==> config.mk <==
export PLATFORM = sky130hd
export DESIGN_NAME = frbs_front_flat
export DESIGN_NICKNAME = d
export VERILOG_FILES = /design/src/frbs_pkg.sv /design/src/frbs_if.sv /design/src/frbs_front.sv /design/src/flat_wrapper.sv
export SDC_FILE = /design/constraint.sdc
export NUM_CORES = 1
export LEC_CHECK = 0
export BUFFER_PORTS_ARGS = -buffer_cell sky130_fd_sc_hd__clkbuf_2
export CAP_MARGIN = 0
export CORE_UTILIZATION = 47
export CTS_CLUSTER_SIZE = 25
export DETAILED_ROUTE_END_ITERATION = 10
export PLACE_DENSITY = 0.67
export SLEW_MARGIN = 20
export SYNTH_ARGS = -nofsm -noshare
export SYNTH_HDL_FRONTEND = slang
export SYNTH_SLANG_ARGS = --single-unit
==> constraint.sdc <==
create_clock -name i_clk -period 3.35 [get_ports i_clk]
set_clock_uncertainty 0.2 [all_clocks]
set_input_delay 0.67 -clock i_clk [delete_from_list [all_inputs] [get_ports i_clk]]
set_output_delay 0.67 -clock i_clk [all_outputs]
set_load 0.01 [all_outputs]
==> src/frbs_pkg.sv <==
// ----------------------------------------------------------------------------
// frbs_pkg
// Shared types, constants and fixed-point helpers for the fragment step core.
// ----------------------------------------------------------------------------
package frbs_pkg;

    // Signed Q16.16 value
    typedef logic signed [31:0] t_val;

    localparam t_val VMAX = {1'b0, {31{1'b1}}};
    localparam t_val VMIN = {1'b1, {31{1'b0}}};

    // Physics constants, Q16.16
    localparam t_val C_DRAG      = 32'sd18866;
    localparam t_val C_AREA      = 32'sd3277;
    localparam t_val C_AREA_MIN  = 32'sd66;
    localparam t_val C_SPEED_MIN = 32'sd655;
    localparam t_val C_FLOOR     = -32'sd32768;
    localparam t_val C_BOUNCE    = -32'sd22938;
    localparam t_val C_FRICTION  = 32'sd42598;
    localparam t_val C_HALF      = 32'sd32768;
    localparam t_val C_REST      = 32'sd6554;

    // Command codes
    localparam logic CMD_WRITE = 1'b0;
    localparam logic CMD_STEP  = 1'b1;

    // Field select codes (0-12: vector components in store order)
    localparam logic [3:0] FS_MASS = 4'd13;
    localparam logic [3:0] FS_LIVE = 4'd14;
    localparam int         N_FIELDS = 14;

    // Configuration register indexes
    localparam logic [7:0] CFG_TIME_STEP = 8'd0;
    localparam logic [7:0] CFG_GRAVITY   = 8'd1;

    // Classified item kinds
    typedef enum logic [1:0] {
        OP_NOP,
        OP_WRITE,
        OP_STEP,
        OP_STEP_NULL
    } t_op;

    typedef struct packed {
        t_op        op;
        logic [7:0] idx;
        logic [3:0] sel;
        t_val       val;
    } t_job;

    typedef struct packed {
        logic clearing;
    } t_back_stat;

    typedef enum logic {
        IT_DIV,
        IT_SQRT
    } t_iter_mode;

    typedef enum logic [4:0] {
        ST_CLEAR, ST_IDLE, ST_LOAD, ST_AREA, ST_VSQ, ST_VMAG, ST_VMAG_W,
        ST_DRAG0, ST_DRAG1, ST_DDIV, ST_DDIV_W, ST_DV0, ST_DV1, ST_GRAV,
        ST_POS, ST_FLOOR, ST_BNC_VY, ST_BNC_VX, ST_BNC_VZ, ST_BNC_WX,
        ST_BNC_WZ, ST_SPIN, ST_QT, ST_QH, ST_LSQ, ST_LEN, ST_LEN_W, ST_QN,
        ST_QN_W, ST_WB, ST_EMIT
    } t_bstate;

    // Quaternion product terms: component j, term t -> quaternion source, sign
    localparam logic [1:0] QT_QSEL [4][3] = '{
        '{2'd3, 2'd2, 2'd1},
        '{2'd2, 2'd3, 2'd0},
        '{2'd1, 2'd0, 2'd3},
        '{2'd0, 2'd1, 2'd2}
    };
    localparam logic QT_NEG [4][3] = '{
        '{1'b0, 1'b1, 1'b0},
        '{1'b0, 1'b0, 1'b1},
        '{1'b1, 1'b0, 1'b0},
        '{1'b1, 1'b1, 1'b1}
    };

    function automatic t_val sat_add(t_val a, t_val b);
        logic signed [32:0] s;
        s = 33'(a) + 33'(b);
        if (s[32] != s[31]) return s[32] ? VMIN : VMAX;
        return s[31:0];
    endfunction

    function automatic t_val sat_sub(t_val a, t_val b);
        logic signed [32:0] s;
        s = 33'(a) - 33'(b);
        if (s[32] != s[31]) return s[32] ? VMIN : VMAX;
        return s[31:0];
    endfunction

    function automatic logic [31:0] mag(t_val a);
        return a[31] ? (~a + 32'd1) : a;
    endfunction

    function automatic t_val sat_mag(logic neg, logic [47:0] m);
        if (m > 48'(VMAX)) return neg ? VMIN : VMAX;
        return neg ? t_val'(-m[31:0]) : t_val'(m[31:0]);
    endfunction

    // (a*b) >> 16 on magnitudes, saturated
    function automatic t_val mulq(t_val a, t_val b);
        logic [63:0] pr;
        pr = 64'(mag(a)) * 64'(mag(b));
        return sat_mag(a[31] ^ b[31], pr[63:16]);
    endfunction

endpackage

==> src/frbs_if.sv <==
// ----------------------------------------------------------------------------
// frbs_if
// Valid/ready channels of the fragment step core.
// ----------------------------------------------------------------------------
interface frbs_in_if;
    logic        valid;
    logic        ready;
    logic        cmd;
    logic [7:0]  fragment_index;
    logic [3:0]  field_select;
    logic signed [31:0] field_value;

    modport source (output valid, cmd, fragment_index, field_select, field_value,
                    input ready);
    modport sink   (input valid, cmd, fragment_index, field_select, field_value,
                    output ready);
endinterface


==> src/frbs_front.sv <==
// ----------------------------------------------------------------------------
// frbs_front
// Accepts items, classifies them and queues all but invalid writes for the back end.
// ----------------------------------------------------------------------------
module frbs_front
    import frbs_pkg::*;
#(
    parameter int FRAGMENT_COUNT = 256
) (
    input  logic       i_clk,
    input  logic       i_rst_n,
    frbs_in_if.sink    i_in,
    input  t_back_stat i_stat,
    output t_job       o_job,
    output logic       o_job_valid,
    input  logic       i_job_pop
);
    localparam int QDEPTH = 4;
    localparam int QPW    = $clog2(QDEPTH);

    t_job             r_q [QDEPTH];
    logic [QPW-1:0]   r_wp, r_rp;
    logic [QPW:0]     r_cnt;
    t_job             w_job;
    logic             w_in_range, w_push, w_acc;

    assign i_in.ready = (r_cnt != (QPW+1)'(QDEPTH)) && !i_stat.clearing;
    assign w_acc      = i_in.valid && i_in.ready;

    // classify
    always_comb begin
        w_in_range = 32'(i_in.fragment_index) < 32'(FRAGMENT_COUNT);
        w_job.idx  = i_in.fragment_index;
        w_job.sel  = i_in.field_select;
        w_job.val  = i_in.field_value;
        if (i_in.cmd == CMD_STEP) begin
            w_job.op = w_in_range ? OP_STEP : OP_STEP_NULL;
        end else if (w_in_range && i_in.field_select <= FS_LIVE) begin
            w_job.op = OP_WRITE;
        end else begin
            w_job.op = OP_NOP;
        end
    end

    assign w_push      = w_acc && (w_job.op != OP_NOP);
    assign o_job       = r_q[r_rp];
    assign o_job_valid = (r_cnt != '0);

    always_ff @(posedge i_clk) begin
        if (w_push) begin
            r_q[r_wp] <= w_job;
        end
    end

    always_ff @(posedge i_clk) begin
        if (!i_rst_n) begin
            r_wp  <= '0;
            r_rp  <= '0;
            r_cnt <= '0;
        end else begin
            if (w_push) r_wp <= r_wp + QPW'(1);
            if (i_job_pop) r_rp <= r_rp + QPW'(1);
            r_cnt <= r_cnt + (QPW+1)'(w_push) - (QPW+1)'(i_job_pop);
        end
    end
endmodule

==> src/flat_wrapper.sv <==
// flat-port wrapper written by rule: the top's interface ports become plain ports
module frbs_front_flat import frbs_pkg::*;
#(
    parameter int FRAGMENT_COUNT = 256
)
  (i_clk, i_rst_n, i_stat, o_job, o_job_valid, i_job_pop, i_in_valid, i_in_cmd, i_in_fragment_index, i_in_field_select, i_in_field_value, i_in_ready);
  frbs_in_if i_in_i ();
  input  logic i_clk;
  input  logic i_rst_n;
  input  t_back_stat i_stat;
  output t_job o_job;
  output logic o_job_valid;
  input  logic i_job_pop;
  input wire logic [$bits(i_in_i.valid)-1:0] i_in_valid;
  input wire logic [$bits(i_in_i.cmd)-1:0] i_in_cmd;
  input wire logic [$bits(i_in_i.fragment_index)-1:0] i_in_fragment_index;
  input wire logic [$bits(i_in_i.field_select)-1:0] i_in_field_select;
  input wire logic [$bits(i_in_i.field_value)-1:0] i_in_field_value;
  output wire logic [$bits(i_in_i.ready)-1:0] i_in_ready;
  assign i_in_i.valid = i_in_valid;
  assign i_in_i.cmd = i_in_cmd;
  assign i_in_i.fragment_index = i_in_fragment_index;
  assign i_in_i.field_select = i_in_field_select;
  assign i_in_i.field_value = i_in_field_value;
  assign i_in_ready = i_in_i.ready;
  frbs_front #(.FRAGMENT_COUNT(FRAGMENT_COUNT)) u_core (.i_clk(i_clk), .i_rst_n(i_rst_n), .i_in(i_in_i), .i_stat(i_stat), .o_job(o_job), .o_job_valid(o_job_valid), .i_job_pop(i_job_pop));
endmodule
### Word level (Yosys, flattened, before mapping)

Memories as Yosys holds them, arrays and structs flattened. A register that Yosys moved wholly into a read port is not among the register bits.
Cells that the tools add are included.

| word-level totals | value |
|---|---|
| flip-flop bits (word level) | 7 |
| bits in writable memories | 184 |
| input bits | 50 |
| output and inout bits | 48 |
| logic and storage cells | 22 |
| memories | 1 |

Memory list:

| memory | words | bits a word | rd ports | clocked after memory_dff | write ports | RTL line | source |
|---|---|---|---|---|---|---|---|
| u_core.r_q | 4 | 46 | 1 | 1 | 1 | frbs_front.sv:21 | `t_job r_q [QDEPTH];` |

| operators by class | value |
|---|---|
| $add $sub $neg | 4 |
| magnitude comparators | 1 |
| equal/unequal tests | 1 |
| mux-type cells | 6 |
| reduce and logical (&&, ||, !) cells | 6 |

Operator list:

| kind | number |
|---|---|
| two-way mux 2 bit | 3 |
| adder 2 x 1 -> 2 bit (second input constant) | 2 |
| less-or-equal comparator 4 bit (second input constant) | 1 |
| adder 3 x 1 -> 3 bit | 1 |
| logical AND 1 bit | 3 |
| two-way mux 1 bit | 3 |
| != test 3 bit (second input constant) | 1 |
| nonzero test 3 bit | 1 |
| subtractor 3 x 1 -> 3 bit | 1 |
| nonzero test 2 bit | 1 |
| logical NOT 1 bit | 1 |

### Logic depth before layout (Yosys ltp)

Gate-level depths: netlist (run 1).

| depth | value |
|---|---|
| word-level depth | 7 |
| gate-level depth with buffers | 7 |
| depth with buffers taken out | 7 |

### Worst setup path after synthesis (run 1)

No wires, ideal clock.

| timing | value |
|---|---|
| path type | input -> register |
| from | input port i_in_field_select[2] |
| to | memory u_core.r_q[0][0] (netlist bit), enable pin |
| setup time | 0.408 ns |
| data arrival time | 2.147 ns |
| data required time | 2.742 ns |
| slack | 0.595 ns |
| cell stages on the path | 3 |
| path buffers | 0 |
| cell sequence | nand4_1 o2111a_4 and2_1 |

| on the way | value |
|---|---|
| longest elaborated chain between the ends | 7 |

Ends and longest elaborated chain:

| element | RTL line | source |
|---|---|---|
| start, declared | flat_wrapper.sv:17 | `input wire logic [$bits(i_in_i.field_select)-1:0] i_in_field_select;` |
| less-or-equal comparator 4 bit | frbs_front.sv:38 | `end else if (w_in_range && i_in.field_select <= FS_LIVE) begin` |
| two-way mux 1 bit | frbs_front.sv:38 |  |
| two-way mux 2 bit | frbs_front.sv:36 | `if (i_in.cmd == CMD_STEP) begin` |
| nonzero test 2 bit | frbs_front.sv:45 | `assign w_push = w_acc && (w_job.op != OP_NOP);` |
| logical AND 1 bit | frbs_front.sv:45 |  |
| via u_core.w_push | frbs_front.sv:25 | `logic w_in_range, w_push, w_acc;` |
| two-way mux 1 bit | frbs_front.sv:50 | `if (w_push) begin` |
| two-way mux 1 bit (implied by the code) | frbs_front.sv:51 | `r_q[r_wp] <= w_job;` |
| end, declared | frbs_front.sv:21 |  |

The timed path passes the listed nets, and every way through them passes these cells.

==> results of run 1 <==
==> power groups by stage <==
stage	clock, mW	sequential [mW]	combinational [mW]
finish	1.97	2.80	0.539
global route	2.11	2.81	0.590
CTS	2.02	2.80	0.552
detailed placement	0	2.85	0.550
global placement	0	2.85	0.542
floorplan	0	2.82	0.350
==> registers in the layout, summed over array words and instances (netlist names), named ones only <==
register and flops:
u_core.r_wp 2, u_core.r_cnt 3, u_core.r_rp 2, u_core.r_q 184
==> per-stage QoR <==
step | cells | instance area, µm² | util | hold slack [ns]
detailed placement | 571 | 7920 | 0.539 | 0.308
CTS | 603 | 8500 | 0.578 | 0.238
global route | 603 | 8500 | 0.578 | 0.243
floorplan | 291 | 7140 | - | 0.268
finish | 603 | 8500 | 0.578 | 0.255
global placement | 571 | 7920 | 0.539 | 0.275
==> cell type report <==
cell class / instances / area (µm²) / area share
clock inverters: 15 / 159 / 0.0187
flip-flops and latches: 193 / 5710 / 0.672
well taps: 184 / 230 / 0.0271
clock buffers: 17 / 425 / 0.0500
inverters: 7 / 26.3 / 0.00309
repair buffers: 107 / 623 / 0.0733
multi-input cells: 80 / 1330 / 0.156
==> per-layer routing <==
layer / vias to the layer above / track usage / share of wire
met2: 100 / 0.267 / 0.50
met3: 10 / 0.0526 / 0.068
met1: 1712 / 0.224 / 0.42
met4: 0 / 0.0760 / 0.011
li1: 1449 / - / -
met5: - / 0 / 0
==> synthesized netlist by cell type <==
master,number,share of area
or3_2,1,0.0011
dfxtp_1,9,0.025
inv_1,7,0.0037
and2_1,10,0.0088
xor2_1,2,0.0025
buf_2,4,0.0028
mux4_2,46,0.15
clkbuf_1,1,0.00053
clkbuf_2,1,0.00070
ha_1,6,0.011
mux2i_1,2,0.0028
nand2_1,5,0.0026
edfxtp_1,184,0.77
o2111a_4,1,0.0028
nand4_1,1,0.00088
fa_1,1,0.0028
nor2b_1,1,0.00088
and2_2,1,0.0011
or3b_1,1,0.0012
buf_6,5,0.0079
xnor2_1,2,0.0025
==> cells by family after synthesis <==
family,Yosys count,share of synthesized area
adder cells (fa/ha/maj),7,0.0133
AND/OR/NAND/NOR,20,0.0165
flip-flops,193,0.799
XOR/XNOR,4,0.00491
buffers and inverters,18,0.0156
multiplexers,48,0.148
AO/OA/AOI/OAI,1,0.00280
==> worst min path at each step <==
stage / to / slack (ns) / cells past startpoint
detailed placement: u_core.r_wp[0] / 0.31 / 2
global placement: u_core.r_wp[1] / 0.27 / 2
finish: u_core.r_q[0][27] / 0.25 / 1
floorplan: u_core.r_wp[1] / 0.27 / 2
global route: u_core.r_q[1][31] / 0.24 / 1
CTS: u_core.r_q[1][31] / 0.24 / 1
==> key figures, run 1 <==
Yosys
  – Syn_nets: 348
  – Syn Inst Count: 291
  – Sequential-to-total area share from yosys stat: 0.799
  – Yosys warning count: 0
  – Mapped cell area: approximately 0.0071 mm²
  – Synth Register Bits: 193
  – Syn Area/Cell: 24.5 µm²
  – Synth cell types: 21

Min path
  – Hold Crit Class: in -> reg
  – Hold path start: i_in_field_value[27]

Outcome
  – Failing checks: design-rule violations
  – Outcome: complete, but fails checks

Flow run
  – MaxCap Viol Count: 0

Worst setup path
  – WP data required: roughly 2.5 ns
  – CP Capture Type: primary output
  – R2r endpoint: u_core.r_cnt[2]
  – Slowest cell on crit path: dfxtp_4
  – FF-to-FF setup slack: 1.19 ns
  – Critical Path Stages: 3
  – Crit path largest cell delay: 0.58 ns
  – Family with the most delay on the worst path: flip-flops
  – R2R depth: 6
  – Buffers & Inverters on Critical Path: 2
  – Worst endpoint data arrival time: between 1.5 and 2 ns
  – Reg2reg start: u_core.r_cnt[2]
  – Startpoint Class: register
  – Crit Path Category: reg -> out
  – Setup crit end: o_job[10]
  – Crit-path max FO: 17
  – Critical-path cell list: buf_4, mux4_2, clkbuf_2

Pwr
  – Tot Pwr: about 5.3 mW
  – Power Internal: between 4 and 5 mW
  – Comb power frac: 0.102
  – Switching share of power: 0.224
  – Portion of total power attributed to the clock network: 0.371
  – Power per cell area: 624 mW/mm²
  – P_sw: about 1.2 mW
  – Maximum VDD drop: 0.403 mV
  – Seq pwr share: 0.527
  – Leak: 2.89 nW

Layout
  – Area added between synthesis and finish: 19.1%
  – Final nets: 463
  – Share of layout cells above drive strength 1: 0.463
  – Fillers: 1077
  – Commonest cells after routing, fill and taps aside: edfxtp_1, clkbuf_2, mux4_2
  – # diodes: 0
  – Commonest non-fill, non-tap cell in the layout: edfxtp_1

Global routing
  – Largest net degree at the start of global routing: 47
  – Initial antenna violation count: 0
  – Via count of the first global-routing pass: 3467
  – First-pass GRT wire length: 19300 µm
  – Total grt overflow: 0
  – Gr usage total: 0.171

Placement
  – Pre-CTS setup slack: 0.863 ns
  – Gp weighted congestion: 0.740
  – Hpwl dp: 7330 µm
  – PortBufs: 97

STA
  – Slew Viols, Final: 0
  – F_max: 0.350 GHz
  – Crit share post-route: 0.854
  – Max-slew headroom at the worst pin: 0.621
  – Slew @ Worst Pin: 0.569 ns
  – Fin Setup TNS: 0 ns
  – Final hold vios: 0
  – Final setup fails: 0
  – RSZ-0062 raised after global routing: no
  – Final worst path period need: 2.86 ns
  – Setup ws final: 0.491 ns

Route
  – Remaining DRCs: 12
  – Routed Antenna Nets: 0
  – Via count: 3271
  – Via density: 5.42
  – Detailed Routing Iterations Pass 1: 9
  – Drt initial violations: 276
  – Total Wirelength: about 12000 µm
  – Avg WL per Cell: 20.0 µm

Die
  – Core area: 0.0147 mm²
  – Row cnt: 44
  – Full die area: approximately 0.016 mm²
  – Top-Level Pins: just under 100
  – DIE WIDTH: between 100 and 150 µm
  – Die Y: roughly 130 µm
  – Initial core utilization: 0.486

Clock network
  – Reg clk slew, reported paths: 0.07 ns
  – CTS Sinks: 193
  – CTS Root Cell: clkbuf_16
  – CTS tree: built
  – Hold Buf Count CTS: 0
  – Post-CTS setup buffers: 0
  – Post-cts sizing count: 0
  – Clk_lat worst skew: 0.43 ns
  – Clk buf depth: 2
  – CTS buffer count: 17
  – Htree depth: 4
Note: power is estimated with default switching activity, not from simulation.
==> inputs of run 2 (changes only) <==
--- a/config.mk
+++ b/config.mk
@@ -10,6 +10,8 @@
 export CORE_UTILIZATION = 47
 export CTS_CLUSTER_SIZE = 25
 export DETAILED_ROUTE_END_ITERATION = 10
+export GPL_TIMING_DRIVEN = 1
+export MAX_ROUTING_LAYER = met4
 export PLACE_DENSITY = 0.67
 export SLEW_MARGIN = 20
 export SYNTH_ARGS = -nofsm -noshare
==> run 2 against run 1 <==
The flow still finishes with violations (design-rule violations). Non-clock buffer count stayed put. Flip-flop and latch count stayed put. Setup slack better by 0.0055 ns. Global-route usage is 0.59 points higher. Combinational power hardly changed. Worst hold slack better by 0.0032 ns. Cell count stayed put. Register-to-register slack hardly changed. Via count hardly changed. Die area stayed put. Critical path type unchanged. Largest cell class unchanged. Largest power group unchanged.
==> key figures, run 2 (synthesis results as in run 1) <==
Worst setup path
  – R2R depth: 6
  – FF-to-FF setup slack: 1.19 ns
  – Crit-path max FO: 17
  – Critical-path cell list: buf_4, mux4_2, clkbuf_2
  – Family with the most delay on the worst path: flip-flops
  – Startpoint Class: register
  – Crit path largest cell delay: 0.57 ns
  – R2r endpoint: u_core.r_cnt[2]
  – Worst endpoint data arrival time: 1.98 ns
  – Slowest cell on crit path: dfxtp_4
  – WP data required: 2.48 ns
  – CP Capture Type: primary output
  – Reg2reg start: u_core.r_cnt[2]
  – Crit Path Category: reg -> out
  – Buffers & Inverters on Critical Path: 2

Pwr
  – Switching share of power: 0.224
  – P_sw: 1.19 mW
  – Maximum VDD drop: 0.404 mV
  – Portion of total power attributed to the clock network: 0.371
  – Leak: 2.89 nW
  – Seq pwr share: 0.527
  – Power Internal: 4.12 mW
  – Comb power frac: 0.102
  – Power per cell area: 624 mW/mm²

Min path
  – Hold Crit Class: in -> reg
  – Hold path start: i_in_field_value[14]
  – Hold depth: 1
  – Hold EP: u_core.r_q[3][14]

STA
  – Slew Viols, Final: 0
  – Final worst path period need: 2.85 ns
  – Slew @ Worst Pin: 0.570 ns
  – Final setup fails: 0
  – F_max: 0.350 GHz
  – RSZ-0062 raised after global routing: no
  – Final hold vios: 0
  – Max-slew headroom at the worst pin: 0.620
  – Fin Setup TNS: 0 ns
  – Crit share post-route: 0.852

Clock network
  – CTS tree: built
  – Htree depth: 4
  – Reg clk slew, reported paths: ~0.070 ns
  – CTS buffer count: 17
  – CTS Sinks: around 190
  – Hold Buf Count CTS: 0
  – Clk buf depth: 2
  – Post-CTS setup buffers: 0
  – Post-cts sizing count: 0
  – CTS Root Cell: clkbuf_16
  – Clk_lat worst skew: roughly 0.43 ns

Route
  – Routed Antenna Nets: 0
  – Via count: 3269
  – Total Wirelength: 12100 µm
  – Remaining DRCs: 12
  – Avg WL per Cell: 20.0 µm
  – Detailed Routing Iterations Pass 1: 8
  – Drt initial violations: roughly 290
  – Via density: 5.42

Layout
  – Final cell count without fillers: 603
  – Final nets: 463
  – Post-layout util: 0.578
  – Top reg by flops: u_core.r_q
  – Commonest non-fill, non-tap cell in the layout: edfxtp_1
  – # diodes: 0
  – Commonest cells after routing, fill and taps aside: edfxtp_1, clkbuf_2, mux4_2
  – Max reg flops: 184
  – Design area: roughly 0.0085 mm²
  – Fillers: around 1100
  – Share of layout cells above drive strength 1: 0.463
  – Area added between synthesis and finish: 19.1%
  – Largest regs: u_core.r_q x184, u_core.r_cnt x3

Placement
  – Hpwl dp: approximately 7300 µm
  – Cell Area, Placed: 0.00792 mm²
  – PortBufs: 97
  – Gp weighted congestion: 0.750
  – Placed insts: 571

Die
  – Top-Level Pins: 98
  – Core area: 0.0147 mm²
  – Row cnt: 44
  – DIE WIDTH: 125 µm
  – Initial core utilization: 0.486
  – Die Y: 125 µm
  – Full die area: 0.0157 mm²

Outcome
  – Failing checks: design-rule violations
  – Outcome: complete, but fails checks

Global routing
  – Via count of the first global-routing pass: 3463
  – Busiest grt layer: met2
  – Largest net degree at the start of global routing: 47
  – Gr usage total: 0.177
  – Initial antenna violation count: 0
  – Routing usage on met2: 0.268
  – First-pass GRT wire length: between 15000 and 20000 µm
  – Met1 Usage GRT: 0.225
  – Total grt overflow: 0
  – Met3 GRT Util: 0.0561

Flow run
  – MaxCap Viol Count: 0
[run 2: cell counts in the layout (fill, tap and decap cells not counted)]
No cell type changed its count.
[run 2: final cells by class]
type,count,area (µm²),area share
Sequential cell,193,5710,0.672
Multi-Input combinational cell,80,1330,0.156
Timing Repair Buffer,107,623,0.0733
Clock buffer,17,425,0.0500
Tap cell,184,230,0.0271
Clock inverter,15,159,0.0187
Inverter,7,26.3,0.00309
[run 2: worst max path at each step]
stage	from	to	slack [ns]	depth (start not counted)
CTS	register	o_job[10]	0.43	3
finish	register	o_job[10]	0.50	3
global route	register	o_job[10]	0.35	3
floorplan	i_in_field_select[2]	u_core.r_q[0][0]	0.60	3
detailed placement	i_in_field_select[3]	u_core.r_cnt[2]	0.86	7
global placement	i_in_field_select[3]	u_core.r_cnt[2]	0.91	7
[run 2: stage by stage]
| step | power (mW) | hold WS [ns] | setup slack, ns |
|---|---|---|---|
| after floorplan | 3.17 | 0.268 | 0.595 |
| after CTS | 5.37 | 0.238 | 0.433 |
| final | 5.31 | 0.258 | 0.496 |
| after global placement | 3.39 | 0.275 | 0.914 |
| after detailed placement | 3.40 | 0.308 | 0.863 |
| after global routing | 5.51 | 0.241 | 0.352 |
[run 2: layer usage]
metal  vias to the layer above  part of all wire
li1                       1447                 -
met1                      1725              0.43
met2                        86              0.50
met3                        11             0.060
met4                         0             0.013
met5                         -                 0
[run 2: worst reg2reg max path: stages, from the launching register on]
cell and delay [ns]:
dfxtp_1 0.36, or3b_1 0.41, o2111a_4 0.22, ha_1 0.22
fa_1 0.38, xnor2_1 0.13, and2_1 0.15
[run 2: power groups by stage]
stage / combinational (mW) / sequential (mW) / clock, mW
4_1_cts: 0.552 / 2.80 / 2.02
5_1_grt: 0.590 / 2.81 / 2.11
2_1_floorplan: 0.350 / 2.82 / 0
3_5_place_dp: 0.550 / 2.85 / 0
3_3_place_gp: 0.542 / 2.85 / 0
6_report: 0.539 / 2.80 / 1.97
